--- config.mk ---
export PLATFORM = sky130hd
export DESIGN_NAME = four_level_page_table_walker_unit
export DESIGN_NICKNAME = d
export VERILOG_FILES = /design/src/design/fltw_pkg.sv /design/src/design/four_level_page_table_walker_unit.sv /design/src/design/fltw_cfg_regs.sv /design/src/design/fltw_walk_ctrl.sv
export SDC_FILE = /design/constraint.sdc
export NUM_CORES = 1
export LEC_CHECK = 0
export CORE_MARGIN = 2
export CORE_UTILIZATION = 68
export DETAILED_ROUTE_END_ITERATION = 7
export DONT_BUFFER_PORTS = 1
export PLACE_DENSITY_LB_ADDON = 0.3
export SYNTH_ARGS = -nofsm -noshare
export SYNTH_HDL_FRONTEND = slang
export SYNTH_SLANG_ARGS = --single-unit
--- constraint.sdc ---
create_clock -name clk_i -period 14.3 [get_ports clk_i]
set_input_delay 0.715 -clock clk_i [delete_from_list [all_inputs] [get_ports clk_i]]
set_output_delay 0.715 -clock clk_i [all_outputs]
set_load 0.01 [all_outputs]
--- src/design/fltw_pkg.sv ---
// Shared types and constants for the four-level page table walker.
// Depends on nothing; imported by every module of the walker.
package fltw_pkg;

  localparam int unsigned PaBits = 48;
  localparam int unsigned AddrW = 48;
  localparam int unsigned VaW = 64;
  localparam int unsigned DescW = 64;
  localparam int unsigned CfgIdxW = 2;

  localparam logic [AddrW-1:0] PaMask =
    (PaBits >= AddrW) ? {AddrW{1'b1}} : ((AddrW'(1) << PaBits) - AddrW'(1));

  localparam logic [CfgIdxW-1:0] RegTableBaseLower = CfgIdxW'(0);
  localparam logic [CfgIdxW-1:0] RegTableBaseUpper = CfgIdxW'(1);

  typedef enum logic {
    CMD_REQUEST = 1'b0,
    CMD_DESC    = 1'b1
  } cmd_e;

  typedef enum logic [1:0] {
    ACC_READ  = 2'd0,
    ACC_WRITE = 2'd1,
    ACC_FETCH = 2'd2,
    ACC_OTHER = 2'd3
  } access_e;

  typedef enum logic [1:0] {
    FAULT_TRANSLATION = 2'd0,
    FAULT_ACCESS_FLAG = 2'd1,
    FAULT_PERMISSION  = 2'd2
  } fault_kind_e;

  typedef enum logic {
    RES_READ_REQ = 1'b0,
    RES_FINISHED = 1'b1
  } result_kind_e;

  typedef struct packed {
    logic             result_kind;
    logic [AddrW-1:0] read_addr;
    logic [AddrW-1:0] phys_addr;
    logic             fault;
    logic [1:0]       fault_level;
    logic [1:0]       fault_kind;
    logic             fault_on_write;
  } result_t;

endpackage

--- src/design/four_level_page_table_walker_unit.sv ---
// Top level of the four-level page table walker: input register, walk control, result register.
// Depends on fltw_pkg, fltw_cfg_regs and fltw_walk_ctrl.
// An accepted transaction goes to the input register, then its result to the result register.
// One transaction per cycle unless the output stalls; the walk control decides each in one pass.
// Memory latency on the descriptor path sets how fast a single walk completes.
// Reset clears both table bases, the walk state and all valid flags.
module four_level_page_table_walker_unit (
  input  logic                        clk_i,
  input  logic                        rst_ni,
  input  logic                        in_valid_i,
  output logic                        in_stall_o,
  input  logic                        cmd_i,
  input  logic [fltw_pkg::VaW-1:0]    virt_addr_i,
  input  logic [1:0]                  access_type_i,
  input  logic                        user_mode_i,
  input  logic [fltw_pkg::DescW-1:0]  descriptor_i,
  output logic                        out_valid_o,
  input  logic                        out_stall_i,
  output logic                        result_kind_o,
  output logic [fltw_pkg::AddrW-1:0]  read_addr_o,
  output logic [fltw_pkg::AddrW-1:0]  phys_addr_o,
  output logic                        fault_o,
  output logic [1:0]                  fault_level_o,
  output logic [1:0]                  fault_kind_o,
  output logic                        fault_on_write_o,
  input  logic                        cfg_valid_i,
  output logic                        cfg_ready_o,
  input  logic [fltw_pkg::CfgIdxW-1:0] cfg_index_i,
  input  logic [fltw_pkg::AddrW-1:0]  cfg_wdata_i
);
  import fltw_pkg::*;

  logic             s1_valid_q;
  logic             s1_cmd_q;
  logic [VaW-1:0]   s1_va_q;
  logic [1:0]       s1_access_q;
  logic             s1_user_q;
  logic [DescW-1:0] s1_desc_q;
  logic             s1_adv;
  logic             in_accept;

  logic             out_valid_q;
  result_t          out_res_q;

  logic [AddrW-1:0] base_lower;
  logic [AddrW-1:0] base_upper;
  logic             emit;
  result_t          res;

  fltw_cfg_regs u_cfg (
    .clk_i        (clk_i),
    .rst_ni       (rst_ni),
    .cfg_valid_i  (cfg_valid_i),
    .cfg_ready_o  (cfg_ready_o),
    .cfg_index_i  (cfg_index_i),
    .cfg_wdata_i  (cfg_wdata_i),
    .base_lower_o (base_lower),
    .base_upper_o (base_upper)
  );

  fltw_walk_ctrl u_walk (
    .clk_i         (clk_i),
    .rst_ni        (rst_ni),
    .step_i        (s1_adv),
    .cmd_i         (s1_cmd_q),
    .virt_addr_i   (s1_va_q),
    .access_type_i (s1_access_q),
    .user_mode_i   (s1_user_q),
    .descriptor_i  (s1_desc_q),
    .base_lower_i  (base_lower),
    .base_upper_i  (base_upper),
    .emit_o        (emit),
    .result_o      (res)
  );

  assign s1_adv     = s1_valid_q && (!out_valid_q || !out_stall_i);
  assign in_stall_o = s1_valid_q && !s1_adv;
  assign in_accept  = in_valid_i && !in_stall_o;

  always_ff @(posedge clk_i or negedge rst_ni) begin
    if (!rst_ni) begin
      s1_valid_q <= 1'b0;
    end else if (in_accept) begin
      s1_valid_q <= 1'b1;
    end else if (s1_adv) begin
      s1_valid_q <= 1'b0;
    end
  end

  always_ff @(posedge clk_i) begin
    if (in_accept) begin
      s1_cmd_q    <= cmd_i;
      s1_va_q     <= virt_addr_i;
      s1_access_q <= access_type_i;
      s1_user_q   <= user_mode_i;
      s1_desc_q   <= descriptor_i;
    end
  end

  always_ff @(posedge clk_i or negedge rst_ni) begin
    if (!rst_ni) begin
      out_valid_q <= 1'b0;
    end else if (s1_adv) begin
      out_valid_q <= emit;
    end else if (out_valid_q && !out_stall_i) begin
      out_valid_q <= 1'b0;
    end
  end

  always_ff @(posedge clk_i) begin
    if (s1_adv && emit) begin
      out_res_q <= res;
    end
  end

  assign out_valid_o      = out_valid_q;
  assign result_kind_o    = out_res_q.result_kind;
  assign read_addr_o      = out_res_q.read_addr;
  assign phys_addr_o      = out_res_q.phys_addr;
  assign fault_o          = out_res_q.fault;
  assign fault_level_o    = out_res_q.fault_level;
  assign fault_kind_o     = out_res_q.fault_kind;
  assign fault_on_write_o = out_res_q.fault_on_write;

endmodule

--- src/design/fltw_cfg_regs.sv ---
// Configuration registers of the walker: the two level 0 table bases.
// Depends on fltw_pkg.
module fltw_cfg_regs (
  input  logic                        clk_i,
  input  logic                        rst_ni,
  input  logic                        cfg_valid_i,
  output logic                        cfg_ready_o,
  input  logic [fltw_pkg::CfgIdxW-1:0] cfg_index_i,
  input  logic [fltw_pkg::AddrW-1:0]   cfg_wdata_i,
  output logic [fltw_pkg::AddrW-1:0]   base_lower_o,
  output logic [fltw_pkg::AddrW-1:0]   base_upper_o
);
  import fltw_pkg::*;

  logic [AddrW-1:0] base_lower_q;
  logic [AddrW-1:0] base_upper_q;

  assign cfg_ready_o = 1'b1;

  always_ff @(posedge clk_i or negedge rst_ni) begin
    if (!rst_ni) begin
      base_lower_q <= '0;
      base_upper_q <= '0;
    end else if (cfg_valid_i) begin
      unique case (cfg_index_i)
        RegTableBaseLower: base_lower_q <= cfg_wdata_i;
        RegTableBaseUpper: base_upper_q <= cfg_wdata_i;
        default: ;
      endcase
    end
  end

  assign base_lower_o = base_lower_q;
  assign base_upper_o = base_upper_q;

endmodule

--- src/design/fltw_walk_ctrl.sv ---
// Walk state and the per-transaction decision: read request, fault or finish.
// Depends on fltw_pkg.
module fltw_walk_ctrl (
  input  logic                       clk_i,
  input  logic                       rst_ni,
  input  logic                       step_i,
  input  logic                       cmd_i,
  input  logic [fltw_pkg::VaW-1:0]   virt_addr_i,
  input  logic [1:0]                 access_type_i,
  input  logic                       user_mode_i,
  input  logic [fltw_pkg::DescW-1:0] descriptor_i,
  input  logic [fltw_pkg::AddrW-1:0] base_lower_i,
  input  logic [fltw_pkg::AddrW-1:0] base_upper_i,
  output logic                       emit_o,
  output fltw_pkg::result_t          result_o
);
  import fltw_pkg::*;

  logic             busy_q, busy_d;
  logic [1:0]       level_q, level_d;
  logic [AddrW-1:0] addr_q, addr_d;
  logic [1:0]       access_q, access_d;
  logic             user_q, user_d;

  logic [AddrW-1:0] rd_base;
  logic [AddrW-1:0] rd_va;
  logic [1:0]       rd_level;
  logic [8:0]       rd_index;
  logic [AddrW-1:0] rd_addr;
  logic [1:0]       desc_type;
  logic [AddrW-1:0] desc_oa;
  logic [AddrW-1:0] off_mask;
  logic             ro_ok;
  logic             perm_ok;

  always_comb begin
    unique case (rd_level)
      2'd0:    rd_index = rd_va[47:39];
      2'd1:    rd_index = rd_va[38:30];
      2'd2:    rd_index = rd_va[29:21];
      default: rd_index = rd_va[20:12];
    endcase
    rd_addr = PaMask & (rd_base + {{(AddrW-12){1'b0}}, rd_index, 3'b000});
  end

  assign desc_type = descriptor_i[1:0];
  assign desc_oa = {descriptor_i[AddrW-1:12], 12'h000};
  assign ro_ok = (access_q == ACC_READ) || (access_q == ACC_FETCH);

  always_comb begin
    case (descriptor_i[7:6])
      2'd0:    perm_ok = !user_q;
      2'd1:    perm_ok = 1'b1;
      2'd2:    perm_ok = !user_q && ro_ok;
      default: perm_ok = ro_ok;
    endcase
    case (level_q)
      2'd1:    off_mask = AddrW'(48'h3fff_ffff);
      2'd2:    off_mask = AddrW'(48'h1f_ffff);
      default: off_mask = AddrW'(48'hfff);
    endcase
  end

  always_comb begin
    busy_d   = busy_q;
    level_d  = level_q;
    addr_d   = addr_q;
    access_d = access_q;
    user_d   = user_q;
    emit_o   = 1'b0;
    result_o = '0;
    rd_base  = base_lower_i;
    rd_va    = addr_q;
    rd_level = level_q;

    if (cmd_i == CMD_REQUEST) begin
      access_d = access_type_i;
      user_d   = user_mode_i;
      addr_d   = virt_addr_i[AddrW-1:0];
      level_d  = 2'd0;
      rd_va    = virt_addr_i[AddrW-1:0];
      rd_level = 2'd0;
      emit_o   = 1'b1;
      if (virt_addr_i[VaW-1:AddrW] == '1) begin
        busy_d = 1'b1;
        rd_base = base_upper_i;
        result_o.result_kind = RES_READ_REQ;
        result_o.read_addr = rd_addr;
      end else if (virt_addr_i[VaW-1:AddrW] == '0) begin
        busy_d = 1'b1;
        rd_base = base_lower_i;
        result_o.result_kind = RES_READ_REQ;
        result_o.read_addr = rd_addr;
      end else begin
        busy_d = 1'b0;
        result_o.result_kind = RES_FINISHED;
        result_o.fault = 1'b1;
        result_o.fault_level = 2'd0;
        result_o.fault_kind = FAULT_TRANSLATION;
        result_o.fault_on_write = (access_type_i == ACC_WRITE);
      end
    end else if (busy_q) begin
      emit_o = 1'b1;
      result_o.fault_level = level_q;
      result_o.fault_on_write = (access_q == ACC_WRITE);
      if (desc_type == 2'd0 || desc_type == 2'd2 ||
          (desc_type == 2'd1 && (level_q == 2'd0 || level_q == 2'd3))) begin
        busy_d = 1'b0;
        result_o.result_kind = RES_FINISHED;
        result_o.fault = 1'b1;
        result_o.fault_kind = FAULT_TRANSLATION;
      end else if (desc_type == 2'd3 && level_q != 2'd3) begin
        level_d = level_q + 2'd1;
        rd_base = desc_oa;
        rd_level = level_q + 2'd1;
        result_o = '0;
        result_o.result_kind = RES_READ_REQ;
        result_o.read_addr = rd_addr;
      end else if (!descriptor_i[10]) begin
        busy_d = 1'b0;
        result_o.result_kind = RES_FINISHED;
        result_o.fault = 1'b1;
        result_o.fault_kind = FAULT_ACCESS_FLAG;
      end else if (!perm_ok) begin
        busy_d = 1'b0;
        result_o.result_kind = RES_FINISHED;
        result_o.fault = 1'b1;
        result_o.fault_kind = FAULT_PERMISSION;
      end else begin
        busy_d = 1'b0;
        result_o = '0;
        result_o.result_kind = RES_FINISHED;
        result_o.phys_addr = PaMask & (desc_oa | (addr_q & off_mask));
      end
    end
  end

  always_ff @(posedge clk_i or negedge rst_ni) begin
    if (!rst_ni) begin
      busy_q   <= 1'b0;
      level_q  <= 2'd0;
      addr_q   <= '0;
      access_q <= 2'd0;
      user_q   <= 1'b0;
    end else if (step_i) begin
      busy_q   <= busy_d;
      level_q  <= level_d;
      addr_q   <= addr_d;
      access_q <= access_d;
      user_q   <= user_d;
    end
  end

endmodule

==> run metrics, run 1 <==
initial drt markers 712; Die Ht 157.9 um; Root Buffer clkbuf_16; RR Endpoint read_addr_o[23]$_DFFE_PP_; Critical Path AT 6.05 ns; post-synth top area share 39.51%; post-synth top area cell edfxtp_1; Hold Vio Cnt, Final 0; #FFs+latches synth 364; Top FF cell, synth edfxtp_1; fin. max-slew vios 0; maximum vdd drop 0.0001437 V; CTS sink count 364; first-pass GRT wire length 56.20 mm; synth-to-layout area growth 9.357%; gate count of the mapped netlist 1260; reg2reg start u_walk.level_q[0]$_DFFE_PN0P_; initial antenna violation count 2; CP Capture Type flip-flop; die area 24940 um2; Vias 10220; clock-pin slew on the worst setup and hold paths 0.06 ns; share of cells above drive strength 1 20.17%; Required @ worst endpoint 14.57 ns; DR WL/cell 23.19 um; setup TNS 0 ns; FFs w/ async S/R, synth 41.76%; WL final 37.11 mm; final net count 1449; Final setup viols 0; register area share after synthesis 63.12%; Power Dens Cells 159.9 nW/um2; Max-Cap Viols 0; crit share post-route 40.40%; Num CTS Buffers 38; Crit Path Class reg -> reg; Synth Area per Inst 12.79 um2; vias in the first global route 10162; Clock Latency Late Sink 0.54 ns; unrepaired setup endpoints after global routing no; fin crit period 5.777 ns; Die Width 157.9 um; critical path launch point type flip-flop; CTS tree built; Post-synth EDFFs 212; largest net degree at the start of global routing 153; Worst Hold Class in -> async; worst-case clock buffer depth 3; residual DRC count 0; H-tree depth 2; IO Port Bufs 0; Initial Utilization 69.06%; DRT antenna net count 0; Worst R2R Setup Slack 8.52 ns; PnR Total Power 2.817 mW; Tightest Pin Transition 1.138 ns; Post-Synthesis Net Count 1459; DP HPWL 24.66 mm; Syn Std Cell Area 16110 um2; number of vias per cell 6.388; worst r2r path cells 17; GRT Total Usage 30.12%; row count 56; Placer Congestion 0.8997; static leakage 6.617 nW; IO Pins 293; core area 23330 um2; Worst Clk Skew 0.02123 ns; gr ovfl total 0; max_slew headroom 23.42%; Filler cells 1457; Netlist cell types 65; yosys warns 0; synth top area cells edfxtp_1 (40%), dfrtp_1 (24%), mux2_2 (11%); crit path max fanout 41; f_max 173.1 MHz; final hold slack 0.1280 ns; status completed; DR pass1 iterations 5
[worst max-delay path: stages, from the launching register on]
cell and delay [ns]:
dfrtp_1 0.45, ha_1 0.29, and4b_2 0.29, buf_4 0.51, nand2b_1 0.26, nand2_1 0.39
o22ai_1 0.21, a21oi_1 0.31, ha_1 0.25, fa_1 0.24, a211oi_1 0.13, o21ai_0 0.22
o211ai_1 0.18, a21oi_1 0.51, nor4b_2 0.71, o2111ai_1 0.24, xnor2_1 0.23, nor2_1 0.06
[power by group]
group	internal, mW	switching (mW)
logic	0.200	0.271
registers	1.28	0.112
clock network	0.548	0.404
[per-layer routing]
metal  wire [um]  share of wire [%]  vias to the layer above  track usage (%)
met4        1452                3.9                        2            13.47
met1       14070                 38                     5017            37.46
met2       18150                 49                      491            49.94
met5          11              0.030                        -                0
met3        3428                9.2                       98            7.966
li1            -                  -                     4612                -
[synthesized netlist by cell type, drive strengths merged, types with 11 or more instances]
library cell	instances
nor2	105
xnor2	18
mux2i	34
and3	15
edfxtp	212
inv	11
mux2	161
o21ai	27
nand4	25
and2	36
nor3	15
buf	27
nor4	12
ha	11
a21oi	72
nand3	22
o32ai	11
clkbuf	43
a31oi	23
nand2	131
dfrtp	152
[final cells by class]
type	instances	area [um2]	share of cell area, %
Clock buffer	53	1027	5.830
Sequential cell	364	10170	57.72
Timing Repair Buffer	20	170.2	0.9657
Multi-Input combinational cell	814	5624	31.92
Inverter	12	45.04	0.2556
Antenna cell	2	5.005	0.02840
Tap cell	319	399.1	2.265
Clock inverter	16	180.2	1.023
[how the worst max path moves through the flow]
| stage | start | end | slack, ns | cells past startpoint |
|---|---|---|---|---|
| 3_5_place_dp | u_walk.level_q[0]$_DFFE_PN0P_ | read_addr_o[26]$_DFFE_PP_ | 8.76 | 19 |
| 4_1_cts | u_walk.level_q[0]$_DFFE_PN0P_ | read_addr_o[18]$_DFFE_PP_ | 8.69 | 19 |
| 5_1_grt | u_walk.level_q[0]$_DFFE_PN0P_ | read_addr_o[23]$_DFFE_PP_ | 8.29 | 17 |
| 3_3_place_gp | u_walk.level_q[0]$_DFFE_PN0P_ | read_addr_o[26]$_DFFE_PP_ | 8.86 | 19 |
| 2_1_floorplan | s1_cmd_q$_DFFE_PP_ | fault_kind_o[0]$_SDFFCE_PP0P_ | 7.04 | 8 |
| 6_report | u_walk.level_q[0]$_DFFE_PN0P_ | read_addr_o[23]$_DFFE_PP_ | 8.52 | 17 |
[cell usage in the layout, fill, tap and decap left out, types with 10 or more instances in the layout]
master / count
inv_1: 10
and3_1: 15
nor4_1: 10
nand2_1: 131
buf_4: 19
mux2i_1: 34
clkbuf_16: 38
edfxtp_1: 212
dfrtp_1: 152
xnor2_1: 18
o21ai_0: 26
and2_1: 35
nor3_1: 15
o32ai_1: 11
a21oi_1: 71
a31oi_1: 23
mux2_2: 161
ha_1: 11
clkbuf_1: 13
nand3_1: 22
nor2_1: 103
nand4_1: 25
[metrics by stage]
stage | cell area, um2 | instances | utilization [%] | worst slack, ns
2_1_floorplan | 16110 | 1260 | - | 7.042
3_3_place_gp | 16380 | 1528 | 70.21 | 8.858
3_5_place_dp | 16380 | 1528 | 70.21 | 8.760
4_1_cts | 17620 | 1598 | 75.50 | 8.689
5_1_grt | 17620 | 1598 | 75.50 | 8.293
6_report | 17620 | 1600 | 75.52 | 8.523
[state kept, by name, summed over array words and instances (netlist names)]
| name | flops |
|---|---|
| s1_va_q | 64 |
| phys_addr_o | 48 |
| read_addr_o | 48 |
| u_cfg.base_lower_o | 48 |
| u_cfg.base_upper_o | 48 |
| u_walk.addr_q | 48 |
| s1_desc_q | 41 |
| fault_kind_o | 2 |
| fault_level_o | 2 |
| s1_access_q | 2 |
| u_walk.access_q | 2 |
| u_walk.level_q | 2 |
| fault_o | 1 |
| fault_on_write_o | 1 |
| out_valid_o | 1 |
| result_kind_o | 1 |
| s1_cmd_q | 1 |
| s1_user_q | 1 |
| s1_valid_q | 1 |
| u_walk.busy_q | 1 |
| u_walk.user_q | 1 |
[what timing repair did]
action                     4_1_cts  5_1_grt
buffers inserted                 0        0
hold buffers                     1        0
setup endpoints to repair        0        0
resized for setup                0        0
hold endpoints to repair       152        0
[cells by family (layout without fill, tap and decap cells)]
logic type / count (synthesis) / in the layout / share of synthesized area, %
AND/OR/NAND/NOR: 402 / 402 / 12.10
flip-flops: 364 / 364 / 63.12
buffers and inverters: 82 / 101 / 2.166
XOR/XNOR: 23 / 23 / 1.250
other: 1 / 3 / 0.02327
AO/OA/AOI/OAI: 181 / 181 / 7.004
adder cells (fa/ha/maj): 12 / 12 / 0.9784
multiplexers: 195 / 195 / 13.36
Note: power is estimated with default switching activity, not from simulation.
==> run 2: changes to the inputs <==
Settings changed: ABC_AREA set to 1, CORE_UTILIZATION 68 to 58.
Clock period 14.3 ns to 4.8 ns, I/O delays scaled along.
==> run 2 against run 1 <==
Against the previous run:
- first-iteration DRC count rose by 79%
- non-clock buffer count rose by 168
- setup slack got worse by 8.1 ns
- register-to-register slack got worse by 8.1 ns
- synthesized cell count rose by 41%
- power rose to 2.8 times the previous value
- critical path depth rose by 9
- fmax rose by 33%
- clock power rose to 3.1 times the previous value
- die area rose by 21%
==> run metrics, run 2 <==
status completed; Clock Latency Late Sink 0.53 ns; share of cells above drive strength 1 8.558%; GRT Total Usage 29.24%; Post-synth EDFFs 212; post-CTS setup buffer count 0; most frequent cells in the layout nand2_1 (406), o21ai_0 (228), inv_1 (217); Hold Vio Cnt, Final 0; non-filler cells, final 2352; H-tree depth 2; commonest cells in the netlist nand2_1 (407), o21ai_0 (229), inv_1 (218); Netlist cell types 49; Setup crit end read_addr_o[33]$_DFFE_PP_; Placer Congestion 0.9018; DP HPWL 28.84 mm; final core occ 69.84%; DRT antenna net count 0; row count 62; Biggest register s1_va_q; most frequent cell after synthesis nand2_1; gate count of the mapped netlist 1782; Power Dens Cells 395.6 nW/um2; Vias 12903; final worst slack 0.4525 ns; final net count 2132; initial antenna violation count 6; initial drt markers 1276; #FFs+latches synth 364; Worst Setup Slack post-DPL 0.4148 ns; FFs w/ async S/R, synth 41.76%; Post-Place Cells 2115; unrepaired setup endpoints after global routing no; Crit. Startpoint u_walk.level_q[0]$_DFFE_PN0P_; Worst R2R Setup Slack 0.45 ns; max_slew headroom 27.63%; IO Pins 293; register area share after synthesis 60.63%; RR Endpoint read_addr_o[33]$_DFFE_PP_; WL final 44.04 mm; Worst Hold Class in -> async; fin crit period 4.347 ns; Required @ worst endpoint 5.07 ns; core area 28630 um2; Root Buffer clkbuf_16; commonest non-fill, non-tap cell in the layout nand2_1; Worst Clk Skew 0.01947 ns; Critical Path AT 4.62 ns; Num CTS Buffers 39; number of vias per cell 5.486; CTS sink count 364; setup TNS 0 ns; crit share post-route 90.57%; Crit Path Class reg -> reg; critical path launch point type flip-flop; largest net degree at the start of global routing 153; synth-to-layout area growth 19.20%; Max-Cap Viols 0; synth top area cells edfxtp_1 (38%), dfrtp_1 (23%), nand2_1 (9.1%); fin. max-slew vios 0; static leakage 8.547 nW; residual DRC count 0; DR WL/cell 18.72 um; gr ovfl total 0; yosys warns 0; post-synth top area cell edfxtp_1; vias in the first global route 12678; Top FF cell, synth edfxtp_1; first-pass GRT wire length 69.47 mm; Post-Synthesis Net Count 1981; Initial Utilization 58.59%; maximum vdd drop 0.0003866 V; IO Port Bufs 0; clock-pin slew on the worst setup and hold paths 0.06 ns; die area 30290 um2; worst r2r path cells 26; reg2reg start u_walk.level_q[0]$_DFFE_PN0P_; max reg flops 64; worst-case clock buffer depth 3; Die Width 174.1 um; DR pass1 iterations 6; PnR Total Power 7.909 mW; f_max 230.0 MHz; Synth Area per Inst 9.412 um2; Tightest Pin Transition 1.083 ns; crit path max fanout 16; CTS tree built; CP Capture Type flip-flop; post-synth top area share 37.96%; Die Ht 174.1 um; Final setup viols 0; Syn Std Cell Area 16770 um2
[run 2: cell types whose count changed in the layout (fill, tap and decap cells not counted), moves of 25 or more]
| cell | previous run | this run |
|---|---|---|
| mux2i_1 | 34 | 5 |
| mux2_2 | 161 | 1 |
| o21ai_0 | 26 | 228 |
| dlygate4sd3_1 | 0 | 160 |
| and2_1 | 35 | 2 |
| nand3_1 | 22 | 48 |
| a21oi_1 | 71 | 96 |
| inv_1 | 10 | 217 |
| nor2_1 | 103 | 162 |
| nand2_1 | 131 | 406 |
[run 2: where the power goes]
group / switching (mW) / internal, mW / leakage, nW
logic: 0.712 / 0.382 / 4.01
registers: 0.208 / 3.69 / 3.93
clock network: 1.24 / 1.68 / 0.602
total: 2.16 / 5.75 / 8.55
[run 2: cell type report]
type                            instances  area, um2
Inverter                              228      859.6
Fill cell                            2083       8632
Antenna cell                            5      12.51
Clock buffer                           49       1055
Clock inverter                         22      183.9
Tap cell                              384      480.5
Multi-Input combinational cell       1112       5388
Timing Repair Buffer                  188       1844
Sequential cell                       364      10170
[run 2: worst min path at each step]
| stage | cells after the start | slack [ns] | start | to |
|---|---|---|---|---|
| after detailed placement | 0 | -0.05 | rst_ni | u_walk.addr_q[44]$_DFFE_PN0P_ |
| final | 2 | 0.30 | rst_ni | u_walk.addr_q[33]$_DFFE_PN0P_ |
| after floorplan | 0 | -0.06 | rst_ni | out_valid_o$_DFFE_PN0P_ |
| after global placement | 0 | -0.05 | rst_ni | u_walk.addr_q[40]$_DFFE_PN0P_ |
| after CTS | 1 | 0.31 | virt_addr_i[39] | s1_va_q[39]$_DFFE_PP_ |
| after global routing | 1 | 0.32 | virt_addr_i[19] | s1_va_q[19]$_DFFE_PP_ |
[run 2: timing repair]
item                                   4_1_cts  5_1_grt
endpoints found under the hold margin      359        0
setup endpoints to repair                    0        6
resized for setup                            0        1
hold buffers                               161        0
[run 2: cell families (layout without fill, tap and decap cells)]
group / Yosys count / in the layout / share of synthesized area (%)
simple gates: 711 / 711 / 18.57
compound gates: 379 / 379 / 11.99
flops: 364 / 364 / 60.63
buf+inv: 306 / 487 / 7.326
fa+ha+maj: 12 / 12 / 0.9399
mux: 6 / 6 / 0.3655
xor+xnor: 3 / 3 / 0.1567
other cells: 1 / 6 / 0.02236
[run 2: worst max-delay path, stage by stage, from the launching register on]
cell      delay (ns)
dfrtp_1         0.41
ha_1            0.22
inv_1           0.09
nand3_2         0.15
nor2_4          0.21
buf_4           0.26
inv_2           0.05
nor2_1          0.08
nor2_1          0.09
inv_1           0.10
nand2_1         0.06
clkinv_1        0.15
nand2_1         0.08
nand4_1         0.13
ha_1            0.25
fa_1            0.23
nand3_1         0.09
nand2_1         0.09
inv_1           0.06
o21ai_1         0.25
nand4_1         0.26
nand2_4         0.19
nand3_2         0.13
nor2_2          0.21
nand2_1         0.10
nor2_1          0.10
nor2_1          0.06
[run 2: per-layer routing]
metal | GRT usage (%) | wire length (um) | vias up | part of all wire [%]
li1 | - | - | 6172 | -
met1 | 39.85 | 18220 | 6084 | 41
met2 | 47.74 | 21270 | 575 | 48
met3 | 6.365 | 3545 | 70 | 8.0
met4 | 8.333 | 996 | 2 | 2.3
met5 | 0 | 13 | - | 0.030
[run 2: stage by stage]
step | hold WS, ns | cell area (um2)
floorplan | -0.05559 | 16780
detailed placement | -0.05189 | 17110
CTS | 0.3098 | 19980
global route | 0.3232 | 19990
global placement | -0.05079 | 17110
finish | 0.2999 | 19990
